File: src/kpl_pkg.sv
`timescale 1ns / 1ps

package kpl_pkg;

	// Sizes of the user table and of one code entry.
	localparam int USER_SLOTS  = 16;
	localparam int CODE_DIGITS = 4;
	localparam int SLOT_W      = $clog2(USER_SLOTS);
	localparam int CODE_W      = 14;
	localparam int DIG_W       = 3;
	localparam int FAIL_W      = 3;
	localparam int KEY_W       = 4;
	localparam int IDX_W       = 4;
	localparam int EV_W        = 3;
	localparam int PH_W        = 2;

	// Configuration port.
	localparam int PADDR_W = 3;
	localparam int PDATA_W = 32;
	localparam int ATT_W   = 3;
	localparam logic [ATT_W-1:0] ATT_RESET = 3'd3;

	// Register index of the attempt limit.
	localparam logic REG_MAX_ATTEMPTS = 1'b0;

	// Reciprocal of ten for 16-bit operands: x / 10 == (x * DIV10_MUL) >> DIV10_SHIFT.
	localparam logic [15:0] DIV10_MUL   = 16'hCCCD;
	localparam int          DIV10_SHIFT = 19;
	localparam int          DIV10_PW    = CODE_W + 16;

	// Item kinds.
	localparam logic ACT_KEY  = 1'b0;
	localparam logic ACT_LOAD = 1'b1;

	// Special keys.
	localparam logic [KEY_W-1:0] KEY_DIGIT_MAX = 4'd9;
	localparam logic [KEY_W-1:0] KEY_CLEAR     = 4'd10;
	localparam logic [KEY_W-1:0] KEY_BACK      = 4'd11;

	typedef enum logic [PH_W-1:0] {
		PH_ID   = 2'd0,
		PH_PASS = 2'd1,
		PH_LOCK = 2'd2
	} phase_t;

	typedef enum logic [EV_W-1:0] {
		EV_NONE  = 3'd0,
		EV_EDIT  = 3'd1,
		EV_BADID = 3'd2,
		EV_BADPW = 3'd3,
		EV_OK    = 3'd4,
		EV_ALARM = 3'd5
	} event_t;

	typedef enum logic [2:0] {
		SQ_IDLE,
		SQ_SCAN,
		SQ_PW_RD,
		SQ_PW_CMP,
		SQ_EMIT
	} seq_t;

	// Table write request.
	typedef struct packed {
		logic              en;
		logic [SLOT_W-1:0] addr;
		logic [CODE_W-1:0] id;
		logic [CODE_W-1:0] pw;
	} tbl_wr_t;

	// Table read data.
	typedef struct packed {
		logic [CODE_W-1:0] id;
		logic [CODE_W-1:0] pw;
	} tbl_rd_t;

endpackage

File: src/kpl_if.sv
`timescale 1ns / 1ps

// Input channel: one key press or one table load per word.
interface kpl_in_if import kpl_pkg::*; ();
	logic              valid;
	logic              ready;
	logic              action;
	logic [KEY_W-1:0]  key_code;
	logic [IDX_W-1:0]  entry_index;
	logic [CODE_W-1:0] entry_id;
	logic [CODE_W-1:0] entry_password;

	modport source (
		output valid, action, key_code, entry_index, entry_id, entry_password,
		input  ready
	);
	modport sink (
		input  valid, action, key_code, entry_index, entry_id, entry_password,
		output ready
	);
endinterface

// Output channel: one status word per accepted input word.
interface kpl_out_if import kpl_pkg::*; ();
	logic              valid;
	logic              ready;
	logic [EV_W-1:0]   event_res;
	logic [PH_W-1:0]   phase;
	logic [DIG_W-1:0]  digits_entered;
	logic [IDX_W-1:0]  user_index;
	logic [FAIL_W-1:0] attempts_used;

	modport source (
		output valid, event_res, phase, digits_entered, user_index, attempts_used,
		input  ready
	);
	modport sink (
		input  valid, event_res, phase, digits_entered, user_index, attempts_used,
		output ready
	);
endinterface

File: src/kpl_user_table.sv
`timescale 1ns / 1ps

module kpl_user_table import kpl_pkg::*; (
	input  logic                  clk,
	input  logic                  arst_n,
	input  tbl_wr_t               wr,
	input  logic [SLOT_W-1:0]     rd_addr,
	output tbl_rd_t               rd,
	output logic [USER_SLOTS-1:0] vld
);

	tbl_rd_t                mem [USER_SLOTS];
	tbl_rd_t                rd_q;
	logic [USER_SLOTS-1:0]  vld_q;

	// Table storage with one write port and one registered read port.
	always_ff @(posedge clk) begin
		if (wr.en) begin
			mem[wr.addr] <= '{id: wr.id, pw: wr.pw};
		end
		rd_q <= mem[rd_addr];
	end

	// A slot becomes valid on its first load and stays valid until reset.
	always_ff @(posedge clk or negedge arst_n) begin
		if (!arst_n) begin
			vld_q <= '0;
		end else if (wr.en) begin
			vld_q[wr.addr] <= 1'b1;
		end
	end

	assign rd  = rd_q;
	assign vld = vld_q;

endmodule

File: src/keypad_user_login_lock_core.sv
// A load or a plain key word passes through the EMIT state into the output register after acceptance.
// A fourth ID digit runs a table scan, one slot per cycle, over up to USER_SLOTS slots.
// A fourth password digit reads the matched slot once (SQ_PW_RD, then SQ_PW_CMP).
// One word at a time: the next word is taken only once the sequencer is back in idle, and the
// status word waits in SQ_EMIT while the previous one is still held by the sink.
// Reset: asynchronous, clears the sequencer, entry and valid bits and sets the attempt limit to 3.
`timescale 1ns / 1ps

module keypad_user_login_lock_core import kpl_pkg::*; (
	input  logic               clk,
	input  logic               arst_n,
	kpl_in_if.sink             in_ch,
	kpl_out_if.source          out_ch,
	input  logic               psel,
	input  logic               penable,
	input  logic               pwrite,
	input  logic [PADDR_W-1:0] paddr,
	input  logic [PDATA_W-1:0] pwdata,
	output logic [PDATA_W-1:0] prdata,
	output logic               pready
);

	seq_t                  state_q, state_d;
	phase_t                mode_q;
	event_t                ev_q;
	logic [CODE_W-1:0]     code_q;
	logic [DIG_W-1:0]      digits_q;
	logic [SLOT_W-1:0]     slot_q;
	logic [FAIL_W-1:0]     fail_q;
	logic [ATT_W-1:0]      max_att_q;
	logic [SLOT_W-1:0]     scan_q;
	logic [SLOT_W-1:0]     probe_idx_q;
	logic                  probe_vld_q;

	logic                  out_vld_q;
	logic [EV_W-1:0]       out_ev_q;
	logic [PH_W-1:0]       out_ph_q;
	logic [DIG_W-1:0]      out_dig_q;
	logic [IDX_W-1:0]      out_idx_q;
	logic [FAIL_W-1:0]     out_fail_q;

	tbl_wr_t               tbl_wr;
	tbl_rd_t               tbl_rd;
	logic [USER_SLOTS-1:0] tbl_vld;
	logic [SLOT_W-1:0]     rd_addr;

	logic                  accept;
	logic                  cfg_wr;
	logic                  emit_go;
	logic                  is_digit;
	logic [DIG_W-1:0]      digits_inc;
	logic                  entry_full;
	logic [CODE_W-1:0]     code_times10;
	logic [DIV10_PW-1:0]   div10_prod;
	logic [CODE_W-1:0]     code_div10;
	logic                  scan_hit;
	logic                  scan_last;
	logic                  pw_ok;
	logic [FAIL_W-1:0]     fail_inc;

	// Configuration register: the attempt limit.
	assign pready = 1'b1;
	assign cfg_wr = psel && penable && pwrite && (paddr[2] == REG_MAX_ATTEMPTS);

	always_ff @(posedge clk or negedge arst_n) begin
		if (!arst_n) begin
			max_att_q <= ATT_RESET;
		end else if (cfg_wr) begin
			max_att_q <= pwdata[ATT_W-1:0];
		end
	end

	assign prdata = (paddr[2] == REG_MAX_ATTEMPTS) ? PDATA_W'(max_att_q) : '0;

	// Entry arithmetic: append a digit, or drop the last one.
	assign accept       = in_ch.valid && in_ch.ready;
	assign is_digit     = (in_ch.key_code <= KEY_DIGIT_MAX);
	assign digits_inc   = digits_q + DIG_W'(1);
	assign entry_full   = (digits_inc >= DIG_W'(CODE_DIGITS));
	assign code_times10 = (code_q << 3) + (code_q << 1) + CODE_W'(in_ch.key_code);
	assign div10_prod   = DIV10_PW'(code_q) * DIV10_PW'(DIV10_MUL);
	assign code_div10   = CODE_W'(div10_prod >> DIV10_SHIFT);

	// Compare terms: ID match during the scan, password match afterwards.
	assign scan_hit  = probe_vld_q && tbl_vld[probe_idx_q] && (tbl_rd.id == code_q);
	assign scan_last = probe_vld_q && (probe_idx_q == SLOT_W'(USER_SLOTS - 1));
	assign pw_ok     = tbl_vld[slot_q] && (tbl_rd.pw == code_q);
	assign fail_inc  = (fail_q < FAIL_W'(7)) ? fail_q + FAIL_W'(1) : fail_q;

	assign rd_addr = (state_q == SQ_SCAN) ? scan_q : slot_q;

	// Table loads go straight to the write port.
	assign tbl_wr.en   = accept && (in_ch.action == ACT_LOAD);
	assign tbl_wr.addr = SLOT_W'(in_ch.entry_index);
	assign tbl_wr.id   = in_ch.entry_id;
	assign tbl_wr.pw   = in_ch.entry_password;

	kpl_user_table u_table (
		.clk     (clk),
		.arst_n  (arst_n),
		.wr      (tbl_wr),
		.rd_addr (rd_addr),
		.rd      (tbl_rd),
		.vld     (tbl_vld)
	);

	// Sequencer state register.
	always_ff @(posedge clk or negedge arst_n) begin
		if (!arst_n) begin
			state_q <= SQ_IDLE;
		end else begin
			state_q <= state_d;
		end
	end

	// Next state and handshake.
	always_comb begin
		state_d     = state_q;
		in_ch.ready = 1'b0;
		emit_go     = 1'b0;
		unique case (state_q)
			SQ_IDLE: begin
				in_ch.ready = 1'b1;
				if (in_ch.valid) begin
					state_d = SQ_EMIT;
					if (in_ch.action == ACT_KEY && mode_q != PH_LOCK && is_digit
							&& entry_full) begin
						state_d = (mode_q == PH_ID) ? SQ_SCAN : SQ_PW_RD;
					end
				end
			end
			SQ_SCAN: begin
				if (scan_hit || scan_last) begin
					state_d = SQ_EMIT;
				end
			end
			SQ_PW_RD: begin
				state_d = SQ_PW_CMP;
			end
			SQ_PW_CMP: begin
				state_d = SQ_EMIT;
			end
			SQ_EMIT: begin
				emit_go = !out_vld_q || out_ch.ready;
				if (emit_go) begin
					state_d = SQ_IDLE;
				end
			end
			default: begin
				state_d = SQ_IDLE;
			end
		endcase
	end

	// Entry, phase and attempt state.
	always_ff @(posedge clk or negedge arst_n) begin
		if (!arst_n) begin
			mode_q      <= PH_ID;
			ev_q        <= EV_NONE;
			code_q      <= '0;
			digits_q    <= '0;
			slot_q      <= '0;
			fail_q      <= '0;
			scan_q      <= '0;
			probe_idx_q <= '0;
			probe_vld_q <= 1'b0;
		end else begin
			case (state_q)
				SQ_IDLE: begin
					if (accept) begin
						ev_q <= EV_NONE;
						if (in_ch.action == ACT_KEY && mode_q != PH_LOCK) begin
							if (is_digit) begin
								code_q      <= code_times10;
								ev_q        <= EV_EDIT;
								digits_q    <= entry_full ? '0 : digits_inc;
								scan_q      <= '0;
								probe_vld_q <= 1'b0;
							end else if (in_ch.key_code == KEY_CLEAR) begin
								code_q   <= '0;
								digits_q <= '0;
								ev_q     <= EV_EDIT;
							end else if (in_ch.key_code == KEY_BACK) begin
								if (digits_q != '0) begin
									code_q   <= code_div10;
									digits_q <= digits_q - DIG_W'(1);
									ev_q     <= EV_EDIT;
								end
							end
						end
					end
				end
				SQ_SCAN: begin
					if (scan_hit) begin
						slot_q <= probe_idx_q;
						mode_q <= PH_PASS;
						fail_q <= '0;
						ev_q   <= EV_EDIT;
						code_q <= '0;
					end else if (scan_last) begin
						ev_q   <= EV_BADID;
						code_q <= '0;
					end else begin
						probe_idx_q <= scan_q;
						probe_vld_q <= 1'b1;
						scan_q      <= scan_q + SLOT_W'(1);
					end
				end
				SQ_PW_CMP: begin
					code_q <= '0;
					if (pw_ok) begin
						mode_q <= PH_ID;
						fail_q <= '0;
						ev_q   <= EV_OK;
					end else begin
						fail_q <= fail_inc;
						if (fail_inc >= max_att_q) begin
							mode_q <= PH_LOCK;
							ev_q   <= EV_ALARM;
						end else begin
							ev_q <= EV_BADPW;
						end
					end
				end
				default: begin
				end
			endcase
		end
	end

	// Output register: holds one status word until the sink takes it.
	always_ff @(posedge clk or negedge arst_n) begin
		if (!arst_n) begin
			out_vld_q <= 1'b0;
		end else if (emit_go) begin
			out_vld_q <= 1'b1;
		end else if (out_ch.ready) begin
			out_vld_q <= 1'b0;
		end
	end

	always_ff @(posedge clk) begin
		if (emit_go) begin
			out_ev_q   <= ev_q;
			out_ph_q   <= mode_q;
			out_dig_q  <= digits_q;
			out_idx_q  <= (mode_q == PH_PASS) ? IDX_W'(slot_q) : '0;
			out_fail_q <= fail_q;
		end
	end

	assign out_ch.valid          = out_vld_q;
	assign out_ch.event_res      = out_ev_q;
	assign out_ch.phase          = out_ph_q;
	assign out_ch.digits_entered = out_dig_q;
	assign out_ch.user_index     = out_idx_q;
	assign out_ch.attempts_used  = out_fail_q;

`ifndef SYNTHESIS
	// The locked phase is left only by reset.
	a_lock_sticks: assert property (@(posedge clk) disable iff (!arst_n)
		mode_q == PH_LOCK |=> mode_q == PH_LOCK)
		else $error("locked phase was left");

	// An alarm word always reports the locked phase.
	a_alarm_phase: assert property (@(posedge clk) disable iff (!arst_n)
		out_ch.valid && out_ch.event_res == EV_ALARM |-> out_ch.phase == PH_LOCK)
		else $error("alarm word outside locked phase");

	// The password phase always points at a loaded slot.
	a_pass_slot_valid: assert property (@(posedge clk) disable iff (!arst_n)
		mode_q == PH_PASS |-> tbl_vld[slot_q])
		else $error("password phase on an empty slot");

	// A complete entry never stays in the digit counter.
	a_digits_range: assert property (@(posedge clk) disable iff (!arst_n)
		digits_q < DIG_W'(CODE_DIGITS))
		else $error("digit counter overflow");
`endif

endmodule
File: src/flat_wrapper.sv
// flat-port wrapper written by rule: the top's interface ports become plain ports
module keypad_user_login_lock_core_flat import kpl_pkg::*;
  (clk, arst_n, psel, penable, pwrite, paddr, pwdata, prdata, pready, in_ch_valid, in_ch_action, in_ch_key_code, in_ch_entry_index, in_ch_entry_id, in_ch_entry_password, in_ch_ready, out_ch_valid, out_ch_event_res, out_ch_phase, out_ch_digits_entered, out_ch_user_index, out_ch_attempts_used, out_ch_ready);
  kpl_in_if in_ch_i ();
  kpl_out_if out_ch_i ();
  input  logic clk;
  input  logic arst_n;
  input  logic psel;
  input  logic penable;
  input  logic pwrite;
  input  logic [PADDR_W-1:0] paddr;
  input  logic [PDATA_W-1:0] pwdata;
  output logic [PDATA_W-1:0] prdata;
  output logic pready;
  input wire logic [$bits(in_ch_i.valid)-1:0] in_ch_valid;
  input wire logic [$bits(in_ch_i.action)-1:0] in_ch_action;
  input wire logic [$bits(in_ch_i.key_code)-1:0] in_ch_key_code;
  input wire logic [$bits(in_ch_i.entry_index)-1:0] in_ch_entry_index;
  input wire logic [$bits(in_ch_i.entry_id)-1:0] in_ch_entry_id;
  input wire logic [$bits(in_ch_i.entry_password)-1:0] in_ch_entry_password;
  output wire logic [$bits(in_ch_i.ready)-1:0] in_ch_ready;
  output wire logic [$bits(out_ch_i.valid)-1:0] out_ch_valid;
  output wire logic [$bits(out_ch_i.event_res)-1:0] out_ch_event_res;
  output wire logic [$bits(out_ch_i.phase)-1:0] out_ch_phase;
  output wire logic [$bits(out_ch_i.digits_entered)-1:0] out_ch_digits_entered;
  output wire logic [$bits(out_ch_i.user_index)-1:0] out_ch_user_index;
  output wire logic [$bits(out_ch_i.attempts_used)-1:0] out_ch_attempts_used;
  input wire logic [$bits(out_ch_i.ready)-1:0] out_ch_ready;
  assign in_ch_i.valid = in_ch_valid;
  assign in_ch_i.action = in_ch_action;
  assign in_ch_i.key_code = in_ch_key_code;
  assign in_ch_i.entry_index = in_ch_entry_index;
  assign in_ch_i.entry_id = in_ch_entry_id;
  assign in_ch_i.entry_password = in_ch_entry_password;
  assign in_ch_ready = in_ch_i.ready;
  assign out_ch_valid = out_ch_i.valid;
  assign out_ch_event_res = out_ch_i.event_res;
  assign out_ch_phase = out_ch_i.phase;
  assign out_ch_digits_entered = out_ch_i.digits_entered;
  assign out_ch_user_index = out_ch_i.user_index;
  assign out_ch_attempts_used = out_ch_i.attempts_used;
  assign out_ch_i.ready = out_ch_ready;
  keypad_user_login_lock_core u_core (.clk(clk), .arst_n(arst_n), .in_ch(in_ch_i), .out_ch(out_ch_i), .psel(psel), .penable(penable), .pwrite(pwrite), .paddr(paddr), .pwdata(pwdata), .prdata(prdata), .pready(pready));
endmodule
File: config.mk
export PLATFORM = sky130hd
export DESIGN_NAME = keypad_user_login_lock_core_flat
export DESIGN_NICKNAME = d
export VERILOG_FILES = /design/src/kpl_pkg.sv /design/src/kpl_if.sv /design/src/kpl_user_table.sv /design/src/keypad_user_login_lock_core.sv /design/src/flat_wrapper.sv
export SDC_FILE = /design/constraint.sdc
export NUM_CORES = 1
export LEC_CHECK = 0
export BUFFER_PORTS_ARGS = -buffer_cell sky130_fd_sc_hd__buf_2
export CORE_MARGIN = 2
export CORE_UTILIZATION = 30
export CTS_BUF_LIST = sky130_fd_sc_hd__clkbuf_4
export DETAILED_ROUTE_END_ITERATION = 7
export PLACE_DENSITY = 0.57
export SLEW_MARGIN = 20
export SYNTH_ARGS = -nofsm -noshare
export SYNTH_HDL_FRONTEND = slang
export SYNTH_SLANG_ARGS = --single-unit
File: constraint.sdc
create_clock -name clk -period 7.6 [get_ports clk]
set_input_delay 1.52 -clock clk [delete_from_list [all_inputs] [get_ports clk]]
set_output_delay 1.52 -clock clk [all_outputs]
set_load 0.005 [all_outputs]
==> flow_metrics.tcl <==
set metrics [dict create \
    outcome "finished clean" \
    die_h_um 295.6 \
    yosysSeqAreaShare_pct 62.69 \
    post_cts_buffers 0 \
    fin_crit_sh_pct 81.38 \
    use_met3_pct 3.125 \
    clock_path_buffers 3 \
    slowest_delay_ps 690 \
    antenna_found_initial 8 \
    fin_skew_ps 68.74 \
    arrival_ps 7000 \
    grt_max_degree 113 \
    area_growth_syn_to_layout_pct 14.34 \
    synthCells 1573 \
    port_buffers 67 \
    synth.avg_cell_area_um2 16.22 \
    cp-end-kind "register" \
    ff2ff_path_depth 20 \
    grt_usage_pct 13.92 \
    fin_setup_tns_ps 0 \
    grtUsageMet1_pct 16.85 \
    ys_ff_latch 552 \
    final.min_clock_period_ps 6185 \
    cts.clk_slew.worst_paths_ps 60 \
    postRouteAntennaNets 0 \
    tritoncts "built" \
    numCtsBuffers 141 \
    dieArea_mm2 0.08739 \
    cap_violations 0 \
    hold_depth 0 \
    synth-main-ff-cell "edfxtp_1" \
    synth_edf_count 463 \
    wl_per_cell_um 19.65 \
    ios 129 \
    cp_max_fo 8 \
    hold_class "reg2reg" \
    final_area_mm2 0.02917 \
    ys_types 63 \
    routed_wl_um 59070 \
    yosysWarnings 0 \
    drc_errors 0 \
    drt_pass1_iterations 5 \
    grt_pass1_vias 15100 \
    via_count 14090 \
    slew_headroom_pct 39.46 \
    maxSlewViolCount 0 \
    num_rows 106 \
    die_w_um 295.6 \
    htreeDepth 4 \
    ys_async_sr_fraction_pct 11.05 \
    root_buffer "clkbuf_4" \
    cp_slowest_cell "dfrtp_1" \
    fmax_ghz 0.1617 \
    placed_area_mm2 0.02731 \
    core-area_mm2 0.08395 \
    grt-ovfl-total 0 \
    cts_num_sinks 552 \
    grt_use_met2_pct 24.53 \
    synthesis.area_mm2 0.02551 \
    setup_viol 0 \
    crit_top_cell "inv_1" \
    path_cells "inv_1 -> ha_1 -> ha_1 -> fa_1 -> inv_1 -> fa_1 -> inv_1 -> fa_1 -> inv_1 -> fa_1 -> inv_1 -> ha_1 -> and4_1 -> and2_0 -> a211oi_1 -> o2111ai_1 -> nand3_1 -> a21oi_1 -> or3_1 -> o221ai_1" \
    cts.repair.resized 0 \
    drtIter0Drc 818 \
    final-hold-violation-count 0 \
    worstSetupPathType "reg2reg" \
    start_util_pct 30.39 \
    cp.required_ps 8410 \
    globalplace.congestion 0.8194 \
    rsz0062_at_grt "no" \
    drive_above_1_share_pct 26.85 \
    hpwl_um 34520 \
    crit_path_start_kind "register" \
    routed_via_density 4.686 \
    worstMarginPinSlew_ps 908.2 \
    final_core_utilization_pct 34.74 \
    dpl.cell_count 2745 \
    cts_hold_buf 0 \
    fin_cells 3006 \
    grt_pass1_wl_um 90210 \
    final_nets 2018 \
    clkLatencyLatePin_ps 970 \
    busiest_layer "met2" \
]
[registers in the layout, summed over array words and instances, names as in the netlist, 2 cells and up]
register	count
u_core.out_ch.user_index	4
u_core.out_ch.attempts_used	3
u_core.fail_q	3
u_core.out_ch.phase	2
u_core.slot_q	4
u_core.code_q	14
u_core.scan_q	4
u_core.out_ch.event_res	3
u_core.state_q	3
u_core.out_ch.digits_entered	3
u_core.u_table.vld	16
u_core.u_table.mem	448
u_core.digits_q	3
u_core.max_att_q	3
u_core.ev_q	3
u_core.mode_q	2
u_core.probe_idx_q	4
u_core.u_table.rd	28
[layout by cell type (no fill, tap or decap), types with 5 or more instances in the layout]
master    count
a211oi_1     32
a21o_1       12
a21oi_1      29
a31oi_1      35
and2_1       34
buf_2        67
buf_4        25
clkbuf_4    205
clkinv_1     29
clkinv_2      7
conb_1       30
dfrtp_1      59
dfxtp_1      28
diode_2       6
edfxtp_1    463
fa_1         56
ha_1        129
inv_1       112
mux2_2       11
mux4_2      122
nand2_1      96
nand2b_1      7
nand3_1      17
nand4_1       8
nor2_1       28
nor2_4       12
nor2b_1       8
nor3_1        6
o21ai_0      36
o221ai_1      5
or2_2        20
or3_1         6
xnor2_1      31
xor2_1       22
[synth_stat cells (8+ instances only)]
master / n / share of area (%)
o21ai_0: 36 / 0.71
nor3_1: 10 / 0.20
a31oi_1: 35 / 0.86
nand2_1: 96 / 1.4
a21oi_1: 29 / 0.57
dfrtp_1: 59 / 5.8
mux2_2: 12 / 0.53
or2_2: 20 / 0.49
clkbuf_1: 34 / 0.50
nor2b_1: 8 / 0.20
a211oi_1: 32 / 0.94
buf_2: 14 / 0.27
and2_1: 34 / 0.83
nor2_1: 41 / 0.60
inv_1: 112 / 1.6
buf_4: 33 / 0.97
ha_1: 129 / 6.3
a21o_1: 12 / 0.35
mux4_2: 122 / 11
fa_1: 56 / 4.4
edfxtp_1: 463 / 54
dfxtp_1: 28 / 2.2
xor2_1: 22 / 0.76
nand3_1: 17 / 0.33
nand4_1: 8 / 0.20
xnor2_1: 31 / 1.1
[kinds of logic after synthesis]
kind of cell | share of synthesized area (%)
mux | 11.50
other cells | 0.02944
flops | 62.69
simple gates | 5.282
compound gates | 4.527
buf+inv | 3.438
xor+xnor | 1.819
fa+ha+maj | 10.72
[per-layer routing]
layer | vias to the layer above | wire (um)
met2 | 366 | 30520
met1 | 7218 | 24810
met4 | 4 | 1020
met5 | - | 26
li1 | 6401 | -
met3 | 97 | 2695
[area by class of cell]
cell class	instances	area, um^2
antenna	6	15.01
clock buffer	205	1539
clock inverter	50	306.5
fill	8039	54780
inverter	112	420.4
multi-input combinational	853	8914
sequential	552	15990
tap	1134	1419
timing repair buffer	94	563.0
[worst paths after layout]
kind / from / end / slack, ps
worst max-delay path: u_core.code_q[3] / u_core.code_q[9] / 1410
worst min-delay path: u_core.ev_q[2] / u_core.out_ch.event_res[2] / 460
worst max register to register: u_core.code_q[3] / u_core.code_q[9] / 1410
worst min register to register: u_core.ev_q[2] / u_core.out_ch.event_res[2] / 460
max in group asynchronous: arst_n / u_core.u_table.vld[3] / 6280
min in group asynchronous: arst_n / u_core.ev_q[2] / 740
[worst max-delay path, delay by kind of cell, from the launching register on]
family / cells / cell delay, ps
flip-flops: 1 / 690
AND/OR/NAND/NOR: 4 / 960
buffers and inverters: 5 / 320
AO/OA/AOI/OAI: 4 / 990
adder cells (fa/ha/maj): 7 / 3050
[stage by stage]
stage / hold WS [ps] / worst slack [ps]
global route: 469.4 / 1073
CTS: 459.0 / 1396
floorplan: 424.9 / 2322
global placement: 438.4 / 1533
finish: 457.2 / 1415
detailed placement: 440.8 / 1464
Power is left out: the tool's default activity adds up to more than one toggle a clock period on the data nets, which glitch-free logic cannot reach.
